[src/hdl/lcd_serial_frame_writer_core_defines.svh]
// Assertion helpers used by the shifter RTL (lcd_sfw_shifter.sv).
`ifndef LCD_SERIAL_FRAME_WRITER_CORE_DEFINES_SVH
`define LCD_SERIAL_FRAME_WRITER_CORE_DEFINES_SVH

`ifndef SYNTHESIS
`define LSFW_ASSERT(label, prop, msg) \
    label: assert property (@(posedge i_clk) disable iff (!i_rst_n) prop) else $error(msg);
`define LSFW_ASSERT_NEVER(label, expr, msg) \
    `LSFW_ASSERT(label, !(expr), msg)
`else
`define LSFW_ASSERT(label, prop, msg)
`define LSFW_ASSERT_NEVER(label, expr, msg)
`endif

`endif

[src/hdl/lcd_sfw_pkg.sv]
`default_nettype none

package lcd_sfw_pkg;

    localparam int FRAME_BITS = 24;
    localparam int CNT_W      = $clog2(FRAME_BITS + 1);

    localparam logic [7:0] SYNC_CMD  = 8'hF8;
    localparam logic [7:0] SYNC_DATA = 8'hFA;
    localparam logic [7:0] NIB_MASK  = 8'hF0;

    localparam logic [7:0] ROW1_BASE = 8'h80;
    localparam logic [7:0] ROW2_BASE = 8'h90;
    localparam logic [7:0] ROW3_BASE = 8'h88;
    localparam logic [7:0] ROW4_BASE = 8'h98;

    localparam logic [1:0] ACT_CMD    = 2'd0;
    localparam logic [1:0] ACT_DATA   = 2'd1;
    localparam logic [1:0] ACT_CURSOR = 2'd2;

    typedef struct packed {
        logic                  vld;
        logic [FRAME_BITS-1:0] frame;
    } t_frame_hs;

    function automatic logic [FRAME_BITS-1:0] pack_frame(
        input logic [7:0] sync,
        input logic [7:0] b
    );
        pack_frame = {sync, b & NIB_MASK, {b[3:0], 4'b0000}};
    endfunction

    function automatic t_frame_hs build_frame(
        input logic [1:0] action,
        input logic [7:0] data_byte,
        input logic [2:0] row,
        input logic [3:0] column
    );
        t_frame_hs  res;
        logic [7:0] base;
        res  = '0;
        base = ROW1_BASE;
        unique case (row)
            3'd1:    base = ROW1_BASE;
            3'd2:    base = ROW2_BASE;
            3'd3:    base = ROW3_BASE;
            3'd4:    base = ROW4_BASE;
            default: base = ROW1_BASE;
        endcase
        unique case (action)
            ACT_CMD: begin
                res.vld   = 1'b1;
                res.frame = pack_frame(SYNC_CMD, data_byte);
            end
            ACT_DATA: begin
                res.vld   = 1'b1;
                res.frame = pack_frame(SYNC_DATA, data_byte);
            end
            ACT_CURSOR: begin
                // rows outside 1..4 produce no frame
                res.vld   = (row >= 3'd1) && (row <= 3'd4);
                res.frame = pack_frame(SYNC_CMD, base + {4'b0000, column});
            end
            default: begin
                res = '0;
            end
        endcase
        build_frame = res;
    endfunction

endpackage

`default_nettype wire

[src/hdl/lcd_serial_frame_writer_core.sv]
// Serial frame writer for a character LCD controller.
// Input channel (i_valid / o_stall): one request per beat -- write command,
// write data, or set cursor from row 1..4 and column. Cursor requests with
// another row, and unused action codes, are accepted and dropped silently.
// Output channel (o_valid / i_stall): 24 beats per request, the frame MSB
// first on o_sid_bit: sync byte, high nibble, low nibble; o_last marks bit 24.
// o_sid_bit reads high whenever o_valid is low.
// An accepted request is registered in the holding register, then loaded into
// the shifter, which drives the first bit of the frame on o_sid_bit.
// The frame is shifted out by a one-bit-per-beat shifter;
// a second request is held in a one-frame holding register, so the input
// stays open while a frame is shifting and frames go out back to back.
// i_stall freezes the shifter on the current bit; once the holding register
// is full too, o_stall rises until the frame in flight finishes.
// Reset (i_rst_n low, synchronous) drops any frame in flight and the held one.
`default_nettype none

module lcd_serial_frame_writer_core
    import lcd_sfw_pkg::*;
(
    input  wire logic       i_clk,
    input  wire logic       i_rst_n,
    input  wire logic       i_valid,
    output logic            o_stall,
    input  wire logic [1:0] i_action,
    input  wire logic [7:0] i_data_byte,
    input  wire logic [2:0] i_row,
    input  wire logic [3:0] i_column,
    output logic            o_valid,
    input  wire logic       i_stall,
    output logic            o_sid_bit,
    output logic            o_last
);

    t_frame_hs pend;
    logic      take;

    lcd_sfw_frame_build u_build (
        .i_clk       (i_clk),
        .i_rst_n     (i_rst_n),
        .i_valid     (i_valid),
        .o_stall     (o_stall),
        .i_action    (i_action),
        .i_data_byte (i_data_byte),
        .i_row       (i_row),
        .i_column    (i_column),
        .o_pend      (pend),
        .i_take      (take)
    );

    lcd_sfw_shifter u_shift (
        .i_clk     (i_clk),
        .i_rst_n   (i_rst_n),
        .i_pend    (pend),
        .o_take    (take),
        .o_valid   (o_valid),
        .i_stall   (i_stall),
        .o_sid_bit (o_sid_bit),
        .o_last    (o_last)
    );

endmodule

`default_nettype wire

[src/hdl/lcd_sfw_frame_build.sv]
`default_nettype none

module lcd_sfw_frame_build
    import lcd_sfw_pkg::*;
(
    input  wire logic       i_clk,
    input  wire logic       i_rst_n,
    input  wire logic       i_valid,
    output logic            o_stall,
    input  wire logic [1:0] i_action,
    input  wire logic [7:0] i_data_byte,
    input  wire logic [2:0] i_row,
    input  wire logic [3:0] i_column,
    output t_frame_hs       o_pend,
    input  wire logic       i_take
);

    logic                  r_vld;
    logic [FRAME_BITS-1:0] r_frame;
    t_frame_hs             n_built;
    logic                  in_acc;

    assign n_built = build_frame(i_action, i_data_byte, i_row, i_column);
    assign o_stall = r_vld && !i_take;
    assign in_acc  = i_valid && !o_stall;

    always_ff @(posedge i_clk) begin
        if (!i_rst_n) begin
            r_vld <= 1'b0;
        end else if (in_acc && n_built.vld) begin
            r_vld <= 1'b1;
        end else if (i_take) begin
            r_vld <= 1'b0;
        end
    end

    always_ff @(posedge i_clk) begin
        if (in_acc) begin
            r_frame <= n_built.frame;
        end
    end

    assign o_pend.vld   = r_vld;
    assign o_pend.frame = r_frame;

endmodule

`default_nettype wire

[src/hdl/lcd_sfw_shifter.sv]
`default_nettype none

`include "lcd_serial_frame_writer_core_defines.svh"

module lcd_sfw_shifter
    import lcd_sfw_pkg::*;
(
    input  wire logic      i_clk,
    input  wire logic      i_rst_n,
    input  wire t_frame_hs i_pend,
    output logic           o_take,
    output logic           o_valid,
    input  wire logic      i_stall,
    output logic           o_sid_bit,
    output logic           o_last
);

    logic                  r_vld;
    logic [CNT_W-1:0]      r_left;
    logic [FRAME_BITS-1:0] r_frame;
    logic                  beat;
    logic                  done;

    assign beat   = r_vld && !i_stall;
    assign done   = beat && (r_left == CNT_W'(1));
    // reload as soon as the shifter is empty or finishing its last beat
    assign o_take = i_pend.vld && (!r_vld || done);

    always_ff @(posedge i_clk) begin
        if (!i_rst_n) begin
            r_vld  <= 1'b0;
            r_left <= '0;
        end else if (o_take) begin
            r_vld  <= 1'b1;
            r_left <= CNT_W'(FRAME_BITS);
        end else if (done) begin
            r_vld  <= 1'b0;
            r_left <= '0;
        end else if (beat) begin
            r_left <= r_left - CNT_W'(1);
        end
    end

    always_ff @(posedge i_clk) begin
        if (o_take) begin
            r_frame <= i_pend.frame;
        end else if (beat) begin
            r_frame <= {r_frame[FRAME_BITS-2:0], 1'b0};
        end
    end

    assign o_valid   = r_vld;
    // data line idles high
    assign o_sid_bit = r_vld ? r_frame[FRAME_BITS-1] : 1'b1;
    assign o_last    = r_vld && (r_left == CNT_W'(1));

    `LSFW_ASSERT(a_take_loads, o_take |=> r_vld && (r_left == CNT_W'(FRAME_BITS)), "load lost")
    `LSFW_ASSERT(a_stall_holds,
        r_vld && i_stall |=> $stable(r_left) && $stable(r_frame),
        "shift moved while stalled")
    `LSFW_ASSERT_NEVER(a_left_range,
        r_vld && ((r_left == '0) || (r_left > CNT_W'(FRAME_BITS))),
        "bit count out of range")
    `LSFW_ASSERT(a_last_ends, done && !i_pend.vld |=> !r_vld, "frame ran past last bit")

endmodule

`default_nettype wire
[config.mk]
export PLATFORM = sky130hd
export DESIGN_NAME = lcd_serial_frame_writer_core
export DESIGN_NICKNAME = d
export VERILOG_FILES = /design/src/hdl/lcd_sfw_pkg.sv /design/src/hdl/lcd_serial_frame_writer_core.sv /design/src/hdl/lcd_sfw_frame_build.sv /design/src/hdl/lcd_sfw_shifter.sv
export VERILOG_INCLUDE_DIRS = /design/src /design/src/hdl
export SDC_FILE = /design/constraint.sdc
export NUM_CORES = 1
export LEC_CHECK = 0
export BUFFER_PORTS_ARGS = -buffer_cell sky130_fd_sc_hd__buf_2
export CELL_PAD_IN_SITES_DETAIL_PLACEMENT = 2
export CELL_PAD_IN_SITES_GLOBAL_PLACEMENT = 2
export CORE_ASPECT_RATIO = 1.2
export CORE_UTILIZATION = 37
export DETAILED_ROUTE_END_ITERATION = 10
export GPL_TIMING_DRIVEN = 0
export PLACE_DENSITY = 0.86
export SLEW_MARGIN = 20
export SYNTH_ARGS = -nofsm -noshare
export SYNTH_HDL_FRONTEND = slang
export SYNTH_SLANG_ARGS = --single-unit
[constraint.sdc]
create_clock -name i_clk -period 3.15 [get_ports i_clk]
set_clock_uncertainty 0.1 [all_clocks]
set_input_delay 0.315 -clock i_clk [delete_from_list [all_inputs] [get_ports i_clk]]
set_output_delay 0.315 -clock i_clk [all_outputs]
set_load 0.01 [all_outputs]
# Word level (Yosys, flattened, before mapping)
# Index checks and enable logic that the tools add are counted.
word_totals:
  register_bits: 55
  inputBits: 21
  out_inout_bits: 4
classes:
  n_addsub: 2
  magnitude_cmp: 2
  n_eq_ne: 6
  n_mux: 12
  bitwise_logic: 1
  n_reduce_logical: 19
op_table:
  columns: ["operator", "count"]
  rows:
  - ["case mux 25 bit (3 select lines)", 1]
  - ["two-way mux 24 bit", 2]
  - ["two-way mux 5 bit", 3]
  - ["case mux 5 bit (3 select lines)", 1]
  - ["adder 8 x 4 -> 8 bit", 1]
  - ["logical AND 1 bit", 8]
  - ["== test 3 x 2 -> 1 bit, second input constant", 2]
  - ["nonzero test 2 bit", 3]
  - ["== test 5 x 1 -> 1 bit, second input constant", 1]
  - ["two-way mux 1 bit", 5]
  - ["subtractor 5 x 1 -> 5 bit, second input constant", 1]
  - ["zero test 1 bit", 4]
  - ["== test 3 bit, second input constant", 1]
  - ["greater-or-equal comparator 3 x 1 -> 1 bit, second input constant", 1]
  - ["<= comparator 3 bit, second input constant", 1]
  - ["nonzero test 3 bit", 1]
  - ["OR reduction 3 bit", 1]
  - ["== test 2 x 1 -> 1 bit, second input constant", 1]
  - ["== test 2 bit, second input constant", 1]
  - ["zero test 2 bit", 1]
  - ["logical OR 1 bit", 1]
  - ["NOT 1 bit", 1]

# Depth between registers and ports, before layout
logic_depth:
  depth_word: 11
  depth_mapped: 7
  mapped_depth_nobuf: 6

# Hierarchy
# Synthesis repeated with hierarchy kept, for this count alone.
unflattened:
  cells_unflattened: 207
  hier_area_um2: 2270.9
modules_own_cells:
  columns: ["mod", "instances", "cells_per_inst", "area_each_um2", "seq_area_each_um2"]
  rows:
  - ["lcd_sfw_shifter", 1, 152, 1647.8, 840.8]
  - ["lcd_sfw_frame_build", 1, 55, 623.1, 320.3]

# Least setup slack after synthesis
# No wires, ideal clock.
synth_timing:
  path_kind: "register to register"
  from: "register u_shift.r_left[1]"
  to: "register u_build.r_frame[12] (enable)"
  t_arrival_ns: 2.134
  required_ns: 2.658
  setup_slack_ns: 0.524
  path_stages_with_launch: 7
  n_path_buf: 1
  period_less_slack_ns: 2.626
  cell_sequence: "dfxtp_1 > inv_1 > ha_1 > or4b_1 > buf_2 > o21a_4 > a21boi_0"
synth_between:
  elab_chain_cells: 8
synth_rtl:
  columns: ["item", "line_no", "source"]
  rows:
  - ["start: declaration", "lcd_sfw_shifter.sv:19", "logic [CNT_W-1:0] r_left;"]
  - ["start signal: assignment", "lcd_sfw_shifter.sv:35", "r_left <= CNT_W'(FRAME_BITS);"]
  - ["start signal: assignment", "lcd_sfw_shifter.sv:40", "r_left <= r_left - CNT_W'(1);"]
  - ["== test 5 x 1 -> 1 bit", "lcd_sfw_shifter.sv:25", "assign done = beat && (r_left == CNT_W'(1));"]
  - ["logical AND 1 bit", "lcd_sfw_shifter.sv:25", null]
  - ["logical OR 1 bit", "lcd_sfw_shifter.sv:27", "assign o_take = i_pend.vld && (!r_vld || done);"]
  - ["logical AND 1 bit", "lcd_sfw_shifter.sv:27", null]
  - ["zero test 1 bit", "lcd_sfw_frame_build.sv:24", "assign o_stall = r_vld && !i_take;"]
  - ["logical AND 1 bit", "lcd_sfw_frame_build.sv:24", null]
  - ["zero test 1 bit", "lcd_sfw_frame_build.sv:25", "assign in_acc = i_valid && !o_stall;"]
  - ["logical AND 1 bit", "lcd_sfw_frame_build.sv:25", null]
  - ["via u_build.in_acc", "lcd_sfw_frame_build.sv:21", "logic in_acc;"]
  - ["end signal: assignment", "lcd_sfw_frame_build.sv:39", "r_frame <= n_built.frame;"]
  - ["end: declaration", "lcd_sfw_frame_build.sv:19", "logic [FRAME_BITS-1:0] r_frame;"]
# The timed path passes the listed nets, and every way through them passes these cells.
# A chain may end at the register's enable or synchronous reset.

# Worst setup path after layout
layout_timing:
  from: "register u_shift.r_left[1]"
  to: "register u_build.r_frame[14] (enable)"
# Same word-level chain as after synthesis.

==> flow_summary_export.csv <==
group,metric,value,unit
sta,rsz0062_at_grt,"false",
sta,clock.fmax,369.3,MHz
floorplan,fp.dieW,67.38,um
pwr,irDropWorstVdd,262.1,uV
setup_path,r2r_setup_slack,0.44,ns
route,vias,1489,
floorplan,io-pin-count,25,
clock_tree,post_cts_buffers,0,
pwr,p_leak,0.0007911,uW
floorplan,fp-row-count,28,
route,antenna_left,0,
route,routed_wl,5012,um
yosys,synth_fp_nets,196,
route,viasPerCell,5.683,
sta,timing.slew.headroom,39.78,%
status,run_status,"finished clean",
placed_design,dp.cells,254,
global_route,overflow,0,
pwr,powerDensity,535.2,nW/um^2
sta,finalHoldViolCount,0,
pwr,switchingPower,289.3,uW
global_route,antenna_found_initial,0,
sta,finalCritPeriodShare,85.96,%
final_layout,diodes,0,
pwr,combinationalPowerShare,13.0,%
global_route,grt_pass1_wl,8093,um
flow_run,maxCapViolCount,0,
yosys,yosys_warnings,0,
placed_design,port-buffer-count,23,
sta,finalSetupViolCount,0,
clock_tree,insertion_delay,0.29,ns
global_route,grt_max_degree,21,
floorplan,coreArea,4940,sq um
floorplan,chipHeight,80.46,um
setup_path,r2r-start,"u_shift.r_left[1]",
hold_path,hp-class,"input port to flip-flop",
route,first_pass_iters,4,
pwr,intPower,892.6,uW
pwr,p_seq_share,50.2,%
sta,period_needed,2.708,ns
final_layout,layout-drive-gt1-share,16.83,%
global_route,grt_pass1_vias,1575,
placed_design,gp_congestion,0.7293,
yosys,synth_seq_area_share,54.85,%
setup_path,cp-start-kind,"flip-flop",
clock_tree,cts_tree,"done",
clock_tree,cts_buffer_depth,2,
placed_design,dp_hpwl,3626,um
yosys,synth.avg_cell_area,11.10,sq um
yosys,netlist_instances,171,
floorplan,initial_utilization,38.42,%
final_layout,final_cells,262,
setup_path,end_kind,"flip-flop",
floorplan,die_area,5421,sq um
clock_tree,numCtsBuffers,5,
sta,worst_hold_slack,0.2048,ns
setup_path,arrival,2.53,ns
setup_path,r2r-end,"u_build.r_frame[14]",
route,routedWlPerCell,19.13,um
setup_path,cp_max_fo,10,
yosys,synth-seq-cells,37,
setup_path,worst_ep_required_time,2.97,ns
clock_tree,clkTransAtPathRegs,0.08,ns
pwr,p_sw_share,24.48,%
final_layout,area_growth,16.35,%
clock_tree,hold_buffers,0,
yosys,synth_area,1898,sq um
final_layout,nets,226,
clock_tree,cts_sinks,37,
setup_path,r2r_cells,6,
clock_tree,cts_root_buffer,"clkbuf_8",
route,drtIter0Drc,91,
setup_path,crit_start,"u_shift.r_left[1]",
clock_tree,htree_levels,2,
clock_tree,post_cts_resized,0,
global_route,grt_usage,20.89,%
route,drc,0,
sta,finalSetupTns,0,ns
final_layout,fin_util,44.71,%
setup_path,crit_end,"u_build.r_frame[14]",
sta,drv_slew,0,
setup_path,criticalPathCategory,"flip-flop to flip-flop",
pwr,clkPwrFrac,36.9,%
yosys,synth_cell_types,36,
sta,max_slew.worst_pin.slew,0.9014,ns
## power groups by stage
stage | Sequential (uW) | Combinational, uW | Clock [uW]
global route | 596 | 171 | 457
detailed placement | 604 | 153 | 0
floorplan | 596 | 99.9 | 0
finish | 593 | 153 | 436
CTS | 593 | 156 | 440
global placement | 600 | 140 | 0
## logic make-up (layout without fill, tap and decap cells)
group                    count (synthesis)  in the layout  share of synthesized area, %
AO/OA/AOI/OAI                           56             56                         22.02
multiplexers                             1              1                        0.5274
AND/OR/NAND/NOR                         55             55                         15.43
flip-flops                              37             37                         54.84
adder cells (fa/ha/maj)                  4              4                         2.637
XOR/XNOR                                 2              2                        0.9230
buffers and inverters                   16             47                         3.625
## sequential cells by signal, summed over array words and instances, names as in the netlist
signal           count
u_shift.o_valid      1
u_shift.r_frame     20
u_build.r_vld        1
u_shift.r_left       5
u_build.r_frame     10
## per-layer routing
metal | part of all wire, % | GRT usage, % | vias up
li1 | - | - | 702
met1 | 41 | 24.00 | 749
met2 | 54 | 37.50 | 33
met3 | 2.9 | 4.119 | 5
met4 | 1.4 | 7.234 | 0
met5 | 0 | 0 | -
## worst min path at each step
stage / to / cells past startpoint / startpoint / slack (ns)
global route: u_build.r_frame[15] / 2 / i_data_byte[7] / 0.21
finish: u_build.r_frame[7] / 2 / i_data_byte[3] / 0.20
floorplan: u_shift.o_valid / 1 / i_rst_n / 0.33
detailed placement: u_shift.r_left[1] / 2 / u_shift.r_left[1] / 0.39
global placement: u_shift.r_left[1] / 2 / u_shift.r_left[1] / 0.36
CTS: u_build.r_frame[7] / 2 / i_data_byte[3] / 0.21
## worst max-delay path: stages (launching register included)
cell,delay [ns]
dfxtp_1,0.33
inv_1,0.08
ha_1,0.18
or4b_1,0.45
buf_2,0.20
o21a_4,0.25
a21boi_1,0.73
## per-stage QoR
| stage | instance area, sq um | setup slack (ns) | total power, uW |
|---|---|---|---|
| floorplan | 1898 | 0.5238 | 696.2 |
| global placement | 2088 | 0.2156 | 740.3 |
| detailed placement | 2088 | 0.4077 | 756.9 |
| CTS | 2208 | 0.3923 | 1189 |
| global route | 2208 | 0.2677 | 1224 |
| finish | 2208 | 0.4424 | 1182 |
## placed cells by master (no fill, tap or decap), types with 2 or more instances in the layout
cell / netlist / final
edfxtp_1: 30 / 30
a21oi_1: 5 / 5
nand2b_1: 16 / 16
and2_1: 3 / 3
dfxtp_1: 7 / 7
ha_1: 4 / 4
inv_1: 4 / 4
nand2_1: 17 / 17
xnor2_1: 2 / 2
o21a_1: 2 / 2
a21boi_0: 7 / 6
nor3_1: 3 / 3
clkbuf_1: 9 / 9
o31ai_1: 3 / 3
buf_2: 1 / 24
a22o_1: 5 / 5
nor2_1: 5 / 5
nor2b_1: 4 / 4
o211ai_1: 26 / 26
o21ai_0: 2 / 2
clkbuf_8: 0 / 6
## synthesized netlist by cell type (all sizes together)
cell type  instances  area, sq um
edfxtp            30        900.9
o211ai            26        195.2
nand2             17        63.81
nand2b            16        100.1
clkbuf             9        33.78
a21boi             7        52.55
dfxtp              7        140.1
a21oi              5        25.02
a22o               5        43.79
nor2               5        18.77
ha                 4        50.05
inv                4        15.01
nor2b              4        25.02
and2               3        18.77
buf                3        20.01
nor3               3        15.01
o21a               3        30.02
o21ai              3        15.01
o31ai              3        22.52
xnor2              2        17.52
a211oi             1        7.510
a21o               1        7.510
a32o               1        10.01
and3               1        6.260
mux2i              1        10.01
nand3              1        5.000
nor3b              1        7.510
nor4b              1        8.760
o2bb2ai            1        8.760
or3                1        6.260
or4                1        7.510
or4b               1        10.01
## layout make-up
type / count / area, sq um
clock buffer: 6 / 82.58
inverter: 4 / 15.01
buffer: 12 / 53.80
clock inverter: 2 / 37.54
sequential: 37 / 1041
multi-input combinational: 118 / 788.3
timing repair buffer: 23 / 115.1
fill: 532 / 2731
tap: 60 / 75.07
Power figures use the tool's default switching activity.
